File: src/ydr_pkg.sv
// ----------------------------------------------------------------------------
// ydr_pkg
// Shared types, constants and elaboration-time table builders for the
// yuv difference pixel renderer.
// ----------------------------------------------------------------------------
`default_nettype none

package ydr_pkg;

    // frame width clamp default
    localparam int unsigned MAX_WIDTH_DEF = 4096;

    // configuration register indexes
    localparam logic CFG_TEN_BIT     = 1'b0;
    localparam logic CFG_FRAME_WIDTH = 1'b1;

    localparam logic [12:0] FRAME_WIDTH_RST = 13'd1920;

    // render modes
    localparam logic [2:0] MODE_A       = 3'd0;
    localparam logic [2:0] MODE_B       = 3'd1;
    localparam logic [2:0] MODE_HEAT    = 3'd2;
    localparam logic [2:0] MODE_MASK    = 3'd3;
    localparam logic [2:0] MODE_COMPARE = 3'd4;

    // what the last stage does with an item
    localparam logic [1:0] KIND_CSC     = 2'd0;
    localparam logic [1:0] KIND_MISSING = 2'd1;
    localparam logic [1:0] KIND_HEAT    = 2'd2;
    localparam logic [1:0] KIND_BLEND   = 2'd3;

    // bt.601 full range, q16
    localparam logic signed [17:0] COEF_RV = 18'sd91881;
    localparam logic signed [17:0] COEF_GU = 18'sd22554;
    localparam logic signed [17:0] COEF_GV = 18'sd46802;
    localparam logic signed [17:0] COEF_BU = 18'sd116130;

    // mask blend, q16
    localparam logic [23:0] BLEND_GAIN     = 24'd26214;
    localparam logic [23:0] BLEND_RED_BIAS = 24'd10059776;
    localparam logic [23:0] BLEND_BIAS     = 24'd32768;

    // heat table geometry
    localparam int unsigned HEAT_DEPTH    = 256;
    localparam int unsigned RGB_BITS      = 24;
    localparam int unsigned HEAT_TAB_BITS = HEAT_DEPTH * RGB_BITS;
    localparam int unsigned DEPTH_MAX_8   = 255;
    localparam int unsigned DEPTH_MAX_10  = 1023;

    typedef struct packed {
        logic [7:0] red;
        logic [7:0] green;
        logic [7:0] blue;
    } rgb_t;

    // stage advance strobes handed to the color converter
    typedef struct packed {
        logic s2;
        logic s3;
    } ydr_adv_t;

    // clamp and round one q16 accumulator to 8 bits
    function automatic logic [7:0] conv_channel(input logic signed [30:0] acc);
        logic [30:0] sum;
        sum = 31'($unsigned(acc)) + 31'd32768;
        if (acc < 0)
            return 8'd0;
        else if (acc > 31'sd16711680)
            return 8'd255;
        else
            return sum[23:16];
    endfunction

    // log2 in q24, n >= 1
    function automatic longint log2_q24(input longint n);
        longint p;
        longint y;
        longint frac;
        p    = 0;
        frac = 0;
        for (int i = 0; i < 31; i++) begin
            if ((n >> (i + 1)) != 0)
                p = i + 1;
        end
        y = n << (30 - p);
        for (int i = 0; i < 24; i++) begin
            y    = (y * y) >> 30;
            frac = frac << 1;
            if (y >= (longint'(1) << 31)) begin
                frac = frac | 1;
                y    = y >> 1;
            end
        end
        return (p << 24) | frac;
    endfunction

    function automatic longint lin_channel(input longint t, input longint k);
        longint span;
        longint f;
        span = t - k;
        if (span < 0)
            span = -span;
        f = 98304 - 4 * span;
        if (f < 0)
            f = 0;
        if (f > 65536)
            f = 65536;
        return (f * 255 + 32768) >> 16;
    endfunction

    // one heatmap pixel for difference d at depth maximum m
    function automatic logic [23:0] heat_entry(input longint d, input longint m);
        longint lx;
        longint goal;
        longint t;
        longint lo;
        longint hi;
        longint mid;
        longint r;
        longint g;
        longint b;
        longint n;
        if (d == 0)
            return {8'd15, 8'd15, 8'd20};
        lx = log2_q24(6 * d) - log2_q24(m);
        if (lx >= 0) begin
            t = 65536;
        end else begin
            lo   = 0;
            hi   = 65535;
            goal = 13 * lx;
            for (int s = 0; s < 17; s++) begin
                if (lo < hi) begin
                    mid = (lo + hi + 1) >> 1;
                    if (20 * (log2_q24(mid) - (longint'(16) << 24)) <= goal)
                        lo = mid;
                    else
                        hi = mid - 1;
                end
            end
            t = lo;
        end
        r = lin_channel(t, 49152);
        g = lin_channel(t, 32768);
        b = lin_channel(t, 16384);
        if (t * 100 > 85 * 65536) begin
            n = (t * 100 - 5570560) * 255;
            g = (2 * n + 983040) / 1966080;
            if (g > 255)
                g = 255;
            r = 255;
            b = g;
        end
        return {r[7:0], g[7:0], b[7:0]};
    endfunction

    function automatic logic [HEAT_TAB_BITS-1:0] build_heat_tab(input longint m);
        logic [HEAT_TAB_BITS-1:0] tab;
        tab = '0;
        for (int i = 0; i < HEAT_DEPTH; i++)
            tab[i*RGB_BITS +: RGB_BITS] = heat_entry(longint'(i), m);
        return tab;
    endfunction

    localparam logic [HEAT_TAB_BITS-1:0] HEAT_TAB_8  = build_heat_tab(DEPTH_MAX_8);
    localparam logic [HEAT_TAB_BITS-1:0] HEAT_TAB_10 = build_heat_tab(DEPTH_MAX_10);
    // any difference of 256 or more saturates at either depth
    localparam logic [23:0] HEAT_SAT = heat_entry(HEAT_DEPTH, DEPTH_MAX_8);

endpackage

`default_nettype wire

File: src/ydr_heat_rom.sv
// ----------------------------------------------------------------------------
// ydr_heat_rom
// Heatmap color table with registered read, one table per sample depth.
// ----------------------------------------------------------------------------
`default_nettype none

module ydr_heat_rom
    import ydr_pkg::*;
(
    input  wire logic       clk,
    input  wire logic       en,
    input  wire logic       ten_bit,
    input  wire logic [9:0] diff_value,
    output rgb_t            rgb
);

    rgb_t rgb_reg;
    rgb_t rgb_next;

    always_comb
    begin
        if (diff_value[9:8] != 2'b00)
            rgb_next = HEAT_SAT;
        else if (ten_bit)
            rgb_next = HEAT_TAB_10[diff_value[7:0]*RGB_BITS +: RGB_BITS];
        else
            rgb_next = HEAT_TAB_8[diff_value[7:0]*RGB_BITS +: RGB_BITS];
    end

    always_ff @(posedge clk)
    begin
        if (en)
            rgb_reg <= rgb_next;
    end

    assign rgb = rgb_reg;

endmodule

`default_nettype wire

File: src/ydr_csc.sv
// ----------------------------------------------------------------------------
// ydr_csc
// Two-stage ycbcr to rgb converter: coefficient products, then sum and clamp.
// ----------------------------------------------------------------------------
`default_nettype none

module ydr_csc
    import ydr_pkg::*;
(
    input  wire logic               clk,
    input  wire ydr_adv_t           adv,
    input  wire logic [9:0]         y_in,
    input  wire logic signed [10:0] uc_in,
    input  wire logic signed [10:0] vc_in,
    output rgb_t                    rgb
);

    // product stage
    logic [9:0]         y_reg;
    logic signed [28:0] p_rv_reg;
    logic signed [28:0] p_gu_reg;
    logic signed [28:0] p_gv_reg;
    logic signed [28:0] p_bu_reg;
    logic signed [28:0] p_rv_next;
    logic signed [28:0] p_gu_next;
    logic signed [28:0] p_gv_next;
    logic signed [28:0] p_bu_next;

    // sum stage
    logic signed [30:0] yy;
    logic signed [30:0] acc_r;
    logic signed [30:0] acc_g;
    logic signed [30:0] acc_b;
    rgb_t               rgb_reg;
    rgb_t               rgb_next;

    assign p_rv_next = COEF_RV * vc_in;
    assign p_gu_next = COEF_GU * uc_in;
    assign p_gv_next = COEF_GV * vc_in;
    assign p_bu_next = COEF_BU * uc_in;

    always_ff @(posedge clk)
    begin
        if (adv.s2)
        begin
            y_reg    <= y_in;
            p_rv_reg <= p_rv_next;
            p_gu_reg <= p_gu_next;
            p_gv_reg <= p_gv_next;
            p_bu_reg <= p_bu_next;
        end
    end

    always_comb
    begin
        yy             = $signed({5'b00000, y_reg, 16'h0000});
        acc_r          = yy + $signed({{2{p_rv_reg[28]}}, p_rv_reg});
        acc_g          = yy - $signed({{2{p_gu_reg[28]}}, p_gu_reg})
                            - $signed({{2{p_gv_reg[28]}}, p_gv_reg});
        acc_b          = yy + $signed({{2{p_bu_reg[28]}}, p_bu_reg});
        rgb_next.red   = conv_channel(acc_r);
        rgb_next.green = conv_channel(acc_g);
        rgb_next.blue  = conv_channel(acc_b);
    end

    always_ff @(posedge clk)
    begin
        if (adv.s3)
            rgb_reg <= rgb_next;
    end

    assign rgb = rgb_reg;

endmodule

`default_nettype wire

File: src/yuv_diff_pixel_renderer.sv
// ----------------------------------------------------------------------------
// yuv_diff_pixel_renderer
// Per-pixel renderer for a two-frame yuv difference viewer.
// ----------------------------------------------------------------------------
// One pixel transaction carries the y/u/v samples of frames a and b, a
// difference magnitude, a mask bit and the column; one rgb transaction comes
// back per pixel. The block takes one pixel per clock while in_ready is high.
// It has a select stage (frame choice, depth shift, heat table read), a
// coefficient product stage, a sum and clamp stage and the output register.
// Each stage holds its item while the stage after it is full and stalled, so
// the input keeps taking pixels as long as there is an empty stage anywhere
// in the pipe. The heatmap colors sit in two 256-entry constant tables (8-bit
// and 10-bit depth) built at elaboration; there is no fill or clearing pass.
// ten_bit and frame_width are written through cfg_we/cfg_index/cfg_data; the
// user must do so while no pixel is in flight; the block does not enforce it.
// ----------------------------------------------------------------------------
`default_nettype none

module yuv_diff_pixel_renderer
    import ydr_pkg::*;
#(
    parameter int unsigned MAX_WIDTH = MAX_WIDTH_DEF
)
(
    input  wire logic        clk,
    input  wire logic        rst_n,

    // configuration write port
    input  wire logic        cfg_we,
    input  wire logic        cfg_index,
    input  wire logic [12:0] cfg_data,

    // pixel input channel
    input  wire logic        in_valid,
    output logic             in_ready,
    input  wire logic [2:0]  mode,
    input  wire logic [9:0]  y_a,
    input  wire logic [9:0]  u_a,
    input  wire logic [9:0]  v_a,
    input  wire logic [9:0]  y_b,
    input  wire logic [9:0]  u_b,
    input  wire logic [9:0]  v_b,
    input  wire logic [9:0]  diff_value,
    input  wire logic        mask_set,
    input  wire logic [11:0] column,
    input  wire logic        b_present,

    // rgb output channel
    output logic             out_valid,
    input  wire logic        out_ready,
    output logic [7:0]       red,
    output logic [7:0]       green,
    output logic [7:0]       blue,
    output logic             missing_b
);

    // compare width: enough for both the register and the clamp value
    localparam int unsigned W_BITS   = $clog2(MAX_WIDTH + 1);
    localparam int unsigned CMP_BITS = (W_BITS > 13) ? W_BITS : 13;

    // configuration registers
    logic        ten_bit_reg;
    logic [12:0] frame_width_reg;

    // stage valids and advance strobes
    logic s1_valid_reg;
    logic s2_valid_reg;
    logic s3_valid_reg;
    logic out_valid_reg;
    logic en1;
    logic en2;
    logic en3;
    logic en4;
    ydr_adv_t adv;

    // stage 1 payload
    logic [1:0]         s1_kind_reg;
    logic [9:0]         s1_y_reg;
    logic signed [10:0] s1_uc_reg;
    logic signed [10:0] s1_vc_reg;

    // stage 2 and 3 side payload
    logic [1:0] s2_kind_reg;
    logic [1:0] s3_kind_reg;
    rgb_t       s2_heat_reg;
    rgb_t       s3_heat_reg;

    // output registers
    logic [7:0] red_reg;
    logic [7:0] green_reg;
    logic [7:0] blue_reg;
    logic       missing_b_reg;

    // stage 1 select logic
    logic [CMP_BITS-1:0] width_lim;
    logic [CMP_BITS-1:0] split_col;
    logic                right_side;
    logic                use_b;
    logic [1:0]          kind_next;
    logic [9:0]          y_src;
    logic [9:0]          u_src;
    logic [9:0]          v_src;
    logic [9:0]          y_next;
    logic [9:0]          u_sh;
    logic [9:0]          v_sh;
    logic signed [10:0]  uc_next;
    logic signed [10:0]  vc_next;

    rgb_t heat_rgb;
    rgb_t csc_rgb;

    // last stage
    logic [23:0] blend_r;
    logic [23:0] blend_g;
    logic [23:0] blend_b;
    logic [7:0]  red_next;
    logic [7:0]  green_next;
    logic [7:0]  blue_next;
    logic        missing_b_next;

    // ------------------------------------------------------------------
    // configuration
    // ------------------------------------------------------------------
    always_ff @(posedge clk or negedge rst_n)
    begin
        if (!rst_n)
        begin
            ten_bit_reg     <= 1'b0;
            frame_width_reg <= FRAME_WIDTH_RST;
        end
        else if (cfg_we)
        begin
            unique case (cfg_index)
                CFG_TEN_BIT:     ten_bit_reg     <= cfg_data[0];
                CFG_FRAME_WIDTH: frame_width_reg <= cfg_data;
                default:         ten_bit_reg     <= ten_bit_reg;
            endcase
        end
    end

    // ------------------------------------------------------------------
    // pipeline flow: a stage moves when it is empty or the next one moves
    // ------------------------------------------------------------------
    assign en4      = !out_valid_reg || out_ready;
    assign en3      = !s3_valid_reg || en4;
    assign en2      = !s2_valid_reg || en3;
    assign en1      = !s1_valid_reg || en2;
    assign in_ready = en1;
    assign adv.s2   = en2;
    assign adv.s3   = en3;

    always_ff @(posedge clk or negedge rst_n)
    begin
        if (!rst_n)
        begin
            s1_valid_reg  <= 1'b0;
            s2_valid_reg  <= 1'b0;
            s3_valid_reg  <= 1'b0;
            out_valid_reg <= 1'b0;
        end
        else
        begin
            if (en1)
                s1_valid_reg <= in_valid;
            if (en2)
                s2_valid_reg <= s1_valid_reg;
            if (en3)
                s3_valid_reg <= s2_valid_reg;
            if (en4)
                out_valid_reg <= s3_valid_reg;
        end
    end

    // ------------------------------------------------------------------
    // stage 1: frame choice, depth shift, chroma offset
    // ------------------------------------------------------------------
    always_comb
    begin
        // split column is half the clamped row width
        width_lim  = (CMP_BITS'(frame_width_reg) > CMP_BITS'(MAX_WIDTH))
                   ? CMP_BITS'(MAX_WIDTH) : CMP_BITS'(frame_width_reg);
        split_col  = width_lim >> 1;
        right_side = CMP_BITS'(column) >= split_col;

        use_b     = 1'b0;
        kind_next = KIND_CSC;
        unique case (mode)
            MODE_A:
                use_b = 1'b0;
            MODE_B:
            begin
                use_b     = 1'b1;
                kind_next = b_present ? KIND_CSC : KIND_MISSING;
            end
            MODE_HEAT:
                kind_next = KIND_HEAT;
            MODE_MASK:
                kind_next = mask_set ? KIND_BLEND : KIND_CSC;
            MODE_COMPARE:
                // frame b only when present and right of the split
                use_b = b_present && right_side;
            default:
                // unused codes render frame a
                use_b = 1'b0;
        endcase

        y_src = use_b ? y_b : y_a;
        u_src = use_b ? u_b : u_a;
        v_src = use_b ? v_b : v_a;

        // 10-bit samples drop their two low bits
        y_next = ten_bit_reg ? {2'b00, y_src[9:2]} : y_src;
        u_sh   = ten_bit_reg ? {2'b00, u_src[9:2]} : u_src;
        v_sh   = ten_bit_reg ? {2'b00, v_src[9:2]} : v_src;

        uc_next = $signed({1'b0, u_sh}) - 11'sd128;
        vc_next = $signed({1'b0, v_sh}) - 11'sd128;
    end

    always_ff @(posedge clk)
    begin
        if (en1)
        begin
            s1_kind_reg <= kind_next;
            s1_y_reg    <= y_next;
            s1_uc_reg   <= uc_next;
            s1_vc_reg   <= vc_next;
        end
    end

    // heat color read lines up with stage 1
    ydr_heat_rom u_heat_rom (
        .clk        (clk),
        .en         (en1),
        .ten_bit    (ten_bit_reg),
        .diff_value (diff_value),
        .rgb        (heat_rgb)
    );

    // ------------------------------------------------------------------
    // stages 2 and 3: color conversion, with the side data riding along
    // ------------------------------------------------------------------
    ydr_csc u_csc (
        .clk    (clk),
        .adv    (adv),
        .y_in   (s1_y_reg),
        .uc_in  (s1_uc_reg),
        .vc_in  (s1_vc_reg),
        .rgb    (csc_rgb)
    );

    always_ff @(posedge clk)
    begin
        if (en2)
        begin
            s2_kind_reg <= s1_kind_reg;
            s2_heat_reg <= heat_rgb;
        end
        if (en3)
        begin
            s3_kind_reg <= s2_kind_reg;
            s3_heat_reg <= s2_heat_reg;
        end
    end

    // ------------------------------------------------------------------
    // stage 4: mask blend toward red and final pixel select
    // ------------------------------------------------------------------
    always_comb
    begin
        blend_r = BLEND_RED_BIAS + BLEND_GAIN * {16'h0000, csc_rgb.red};
        blend_g = BLEND_BIAS + BLEND_GAIN * {16'h0000, csc_rgb.green};
        blend_b = BLEND_BIAS + BLEND_GAIN * {16'h0000, csc_rgb.blue};

        missing_b_next = 1'b0;
        unique case (s3_kind_reg)
            KIND_CSC:
            begin
                red_next   = csc_rgb.red;
                green_next = csc_rgb.green;
                blue_next  = csc_rgb.blue;
            end
            KIND_MISSING:
            begin
                red_next       = 8'd0;
                green_next     = 8'd0;
                blue_next      = 8'd0;
                missing_b_next = 1'b1;
            end
            KIND_HEAT:
            begin
                red_next   = s3_heat_reg.red;
                green_next = s3_heat_reg.green;
                blue_next  = s3_heat_reg.blue;
            end
            default:
            begin
                red_next   = blend_r[23:16];
                green_next = blend_g[23:16];
                blue_next  = blend_b[23:16];
            end
        endcase
    end

    always_ff @(posedge clk)
    begin
        if (en4)
        begin
            red_reg       <= red_next;
            green_reg     <= green_next;
            blue_reg      <= blue_next;
            missing_b_reg <= missing_b_next;
        end
    end

    assign out_valid = out_valid_reg;
    assign red       = red_reg;
    assign green     = green_reg;
    assign blue      = blue_reg;
    assign missing_b = missing_b_reg;

endmodule

`default_nettype wire

File: config.mk
export PLATFORM = sky130hd
export DESIGN_NAME = yuv_diff_pixel_renderer
export DESIGN_NICKNAME = d
export VERILOG_FILES = /design/src/ydr_pkg.sv /design/src/ydr_heat_rom.sv /design/src/ydr_csc.sv /design/src/yuv_diff_pixel_renderer.sv
export SDC_FILE = /design/constraint.sdc
export NUM_CORES = 1
export LEC_CHECK = 0
export BUFFER_PORTS_ARGS = -buffer_cell sky130_fd_sc_hd__buf_2
export CAP_MARGIN = 20
export CORE_ASPECT_RATIO = 1.1
export CORE_MARGIN = 1.5
export CORE_UTILIZATION = 50
export DETAILED_ROUTE_END_ITERATION = 10
export PLACE_DENSITY = 0.77
export SYNTH_ARGS = -nofsm -noshare
export SYNTH_HDL_FRONTEND = slang
export SYNTH_SLANG_ARGS = --single-unit
File: constraint.sdc
create_clock -name clk -period 7.15 [get_ports clk]
set_clock_uncertainty 0.15 [all_clocks]
set_input_delay 0.715 -clock clk [delete_from_list [all_inputs] [get_ports clk]]
set_output_delay 0.715 -clock clk [all_outputs]
set_load 0.005 [all_outputs]
# After elaboration in Yosys (flattened, before gate mapping)
# Cells that the tools add are included.
dict set report totals {
  regBits 297
  input_bits 106
  out_inout_bits 27
  wordCells 103
}
dict set report op_classes {
  add_sub_neg 12
  n_mul 8
  order_cmp 8
  eq_ne 6
  shifts 2
  muxes 19
  n_bitwise 1
  reduce_logical 13
}
# op n
set ops {}
lappend ops {{variable part select 6144 x 14 -> 24 bit, first input constant} 2}
lappend ops {{adder 24 x 16 -> 24 bit, second input constant} 3}
lappend ops {{case mux 8 bit (3 select lines)} 3}
lappend ops {{multiplier 14 x 8 -> 22 bit, first input constant} 3}
lappend ops {{adder 27 x 29 -> 30 bit} 2}
lappend ops {{> comparator 30 x 25 -> 1 bit, second input constant} 2}
lappend ops {{less-than comparator 30 x 1 -> 1 bit, second input constant} 2}
lappend ops {{2-to-1 mux 10 bit} 5}
lappend ops {{adder 16 x 23 -> 24 bit, first input constant} 2}
lappend ops {{2-to-1 mux 8 bit} 4}
lappend ops {{> comparator 31 x 25 -> 1 bit, second input constant} 1}
lappend ops {{less-than comparator 31 x 1 -> 1 bit, second input constant} 1}
lappend ops {{multiplier 18 x 11 -> 29 bit, first input constant} 1}
lappend ops {{subtractor 28 x 28 -> 29 bit} 1}
lappend ops {{multiplier 17 x 11 -> 28 bit, first input constant} 1}
lappend ops {{subtractor 27 x 27 -> 28 bit} 1}
lappend ops {{multiplier 16 x 11 -> 27 bit, first input constant} 1}
lappend ops {{multiplier 15 x 11 -> 26 bit, first input constant} 1}
lappend ops {{adder 24 x 23 -> 24 bit, first input constant} 1}
lappend ops {{2-to-1 mux 24 bit} 1}
lappend ops {{subtractor 10 x 8 -> 11 bit, second input constant} 2}
lappend ops {{> comparator 13 bit, second input constant} 1}
lappend ops {{2-to-1 mux 13 bit} 1}
lappend ops {{greater-or-equal comparator 12 bit} 1}
lappend ops {{other kinds (17)} 26}

# Longest topological paths before layout
dict set report logic_depth {
  depth_word 8
  ltp_mapped 21
  ltp_nobuf 21
}

# Hierarchy
# A second synthesis with hierarchy kept.
dict set report unflattened {
  cells_unflattened 3381
  area_unflattened_um2 32647.6
}
# module instances cells_per_inst area_each_um2
set modules_own_cells {}
lappend modules_own_cells {ydr_csc 1 1810 18178.7}
lappend modules_own_cells {yuv_diff_pixel_renderer 1 804 9320.2}
lappend modules_own_cells {ydr_heat_rom 1 767 5148.7}

# Worst setup path after synthesis
# No wires, ideal clock.
dict set report synth_path {
  kind {reg2reg}
  from {register s1_uc_reg[5]}
  to {register u_csc.p_bu_reg[28], data pin}
  setup_ns 0.262
  arrival_ns 5.776
  t_required_ns 6.738
  setup_slack_ns 0.961
  stages_incl_launch_ff 19
  path_buffers 0
  path_cell_list {edfxtp_1 ha_1 fa_1 fa_1 inv_1 fa_1 fa_1 inv_1 ha_1 a21o_1 a21o_1 a21o_1 o41a_1 a41o_1 or4_1 and3_1 a2111oi_2 a21oi_1 xor2_1}
}
dict set report synth_via {
  elab_chain_len 1
}
# item line_no
set synth_rtl {}
lappend synth_rtl {{from (decl)} yuv_diff_pixel_renderer.sv:79} ;# logic signed [10:0] s1_uc_reg;
lappend synth_rtl {{from (signal assigned)} yuv_diff_pixel_renderer.sv:226} ;# s1_uc_reg <= uc_next;
lappend synth_rtl {{multiplier 17 x 11 -> 28 bit} ydr_csc.sv:40} ;# assign p_bu_next = COEF_BU * uc_in;
lappend synth_rtl {{named net u_csc.p_bu_next[28]} ydr_csc.sv:27} ;# logic signed [28:0] p_bu_next;
lappend synth_rtl {{to (signal assigned)} ydr_csc.sv:50} ;# p_bu_reg <= p_bu_next;
lappend synth_rtl {{to (decl)} ydr_csc.sv:23} ;# logic signed [28:0] p_bu_reg;
# The timed path passes the listed nets, and every way through them passes these cells.
# A chain may end at the register's enable or synchronous reset.

# Worst setup path after layout
dict set report layout_path {
  from {register s1_uc_reg[7]}
  to {register u_csc.p_bu_reg[28], data pin}
}
# Same word-level chain as after synthesis.

==> run summary <==
H-Tree Depth = 2
reg-to-reg critical path startpoint = s1_uc_reg[7]$_DFFE_PP_
Crit path max-delay family = adder cells
Worst Min Path Start = in_valid
startpoint class of the critical path = flip-flop
slowest CP cell = fa_1
nets = 4325
worst slew pin tran = 1.03 ns
r2r endpoint = u_csc.p_bu_reg[28]$_DFFE_PP_
metal3 WL = 9140 microns
Die Y = 269 microns
CTS Buf Count = 36
Ports = 133
cell mode on critical path = fa_1
Area Growth Syn to Fin = 8.52%
kind of end point of the critical path = flip-flop
vias in the first global route = 25800
drc violations = 0
ys flop type = edfxtp_1
M1 WL = 38000 microns
clock latency on the worst-skew pair = 0.56 ns
minimum clock period = 6.50 ns
Routed Antenna Nets = 0
period utilization = 90.9%
gpl congestion = 1.03
EDFF count, synth = 270
Yosys top cell area share = 25.1%
Synth Instances = 3434
Crit. Startpoint = s1_uc_reg[7]$_DFFE_PP_
FF-to-FF setup slack = 0.65 ns
CTS tree = yes
FF+latch count, synth = 287
HPWL after DPL = 70700 microns
Hold Path Cell Cnt = 2
synth top area cells = edfxtp_1 25%, ha_1 19%, fa_1 13%
total track usage = 27.3%
number of flip-flops in the largest register = 29
worst min path class = in -> reg
die footprint = 66100 sq um
RSZ-0062 raised after global routing = no
met2 wire len = 39600 microns
pre-CTS setup slack = 0.674 ns
worst path bufs/invs = 2
Port-buffer cells = 132
relative slew slack = 31.3%
final setup violation count = 0
Clock Sinks = 287
Final Util = 55.0%
Top Metal Used = met4
Synth Warn # = 0
Slew Limit Fails = 0
# rows = 97
CP Max Fanout = 6
Synth area leader = edfxtp_1
Syn Nets = 4231
type of the worst setup path = reg -> reg
first-pass GRT wire length = 142000 microns
Seq/Total Area, Yosys = 26.5%
asr flop ratio synth = 5.92%
Initial Utilization = 50.7%
Fin Setup TNS = 0 ns
fraction of layout instances using a drive strength above 1 = 7.82%
Die Wd = 245 microns
final setup margin = 0.650 ns
count leader, synth = inv_1
CTS root buffer = clkbuf_16
initial antenna violation count = 1
post-CTS setup buffer count = 0
Post-synth top cells = 540 x inv_1, 478 x ha_1, 270 x edfxtp_1, 231 x a21oi_1, 226 x nor2_1
vias per cell = 5.98
hold path endpoint = s1_valid_reg$_DFFE_PN0P_
final hold viol count = 0
outcome = complete, no violations
Worst-path clk slew = 0.06 ns
CP arrival = 6.66 ns
mean routed wirelength per cell = 20.5 microns
r2r worst-path depth = 18
Core ar. = 63700 sq um
largest net degree at the start of global routing = 78
total gr overflow = 0
critical-path cell list = ha_1 -> fa_1 -> fa_1 -> inv_1 -> fa_1 -> fa_1 -> inv_1 -> ha_1 -> a21o_1 -> a21o_1 -> a21o_1 -> o41a_1 -> a41o_1 -> or4_1 -> and3_1 -> a2111oi_2 -> a21oi_1 -> xor2_1
Starting DRT DRC Count = 2798
f_max = 0.154 GHz
Worst EP required = 7.31 ns
CTS Buffer Depth = 3
Routed WL = 89900 microns
drt first pass iters = 7
ANT cells = 0
vias = 26300
Distinct cells, synth = 88
Post-CTS Resized = 0
Max Cap Violations = 0
Largest stage delay, worst path = 0.55 ns
synthesized area = 32300 sq um
syn_area_per_cell = 9.40 sq um
-- cells in the final DEF (no fill, tap or decap), types with 69 or more instances in the layout --
cell type | Yosys | final
nor2_1 | 226 | 225
nand2_1 | 212 | 211
buf_2 | 0 | 131
mux2i_1 | 69 | 69
fa_1 | 213 | 213
ha_1 | 478 | 477
a21oi_1 | 231 | 231
inv_1 | 540 | 539
edfxtp_1 | 270 | 270
xnor2_1 | 106 | 106
o21ai_0 | 168 | 168
-- metrics by stage --
step	hold WS [ns]	instances	instance area, sq um
final	0.221	4397	35000
after floorplan	0.250	3434	32300
after global placement	0.251	4329	33800
after detailed placement	0.255	4330	33900
after CTS	0.199	4397	35000
after global routing	0.216	4397	35000
-- layer usage --
layer	up-vias	GRT usage (%)
met5	-	0
met4	0	9.55
met3	241	5.71
met2	1401	42.6
met1	12400	37.4
li1	12200	-
-- cell type report --
type	instances	area, sq um
Multi-Input combinational cell	2495	21300
Fill cell	5545	28700
Clock inverter	23	228
Sequential cell	287	8540
Tap cell	841	1050
Timing Repair Buffer	166	933
Inverter	542	2030
Clock buffer	43	927
-- cells by family (layout without fill, tap and decap cells) --
family                     count (synthesis)  after routing  share of synthesized area [%]
buffers and inverters                    652            774                           7.58
adders and majority gates                692            692                           31.8
AOI/OAI and AO/OA                        815            815                           16.3
xor gates and xnor gates                 163            163                           4.42
muxes                                     83             83                           2.66
and+or+nand+nor                          742            742                           10.8
DFF                                      287            287                           26.5
-- timing repair --
action                                  CTS  global route
endpoints found under the hold margin    13             0
hold buffers                              1             0
endpoints found under the setup margin    0             0
-- worst max-delay path by stage --
stage | endpoint | slack (ns) | cells after the start
CTS | u_csc.p_bu_reg[28]$_DFFE_PP_ | 0.65 | 18
detailed placement | u_csc.p_bu_reg[28]$_DFFE_PP_ | 0.67 | 18
floorplan | u_csc.p_bu_reg[28]$_DFFE_PP_ | 0.96 | 18
global placement | u_csc.p_bu_reg[28]$_DFFE_PP_ | 0.76 | 18
global route | u_csc.p_bu_reg[28]$_DFFE_PP_ | 0.38 | 18
finish | u_csc.p_bu_reg[28]$_DFFE_PP_ | 0.65 | 18
Power is left out: the tool's default activity adds up to more than one toggle a clock period on the data nets, which glitch-free logic cannot reach.
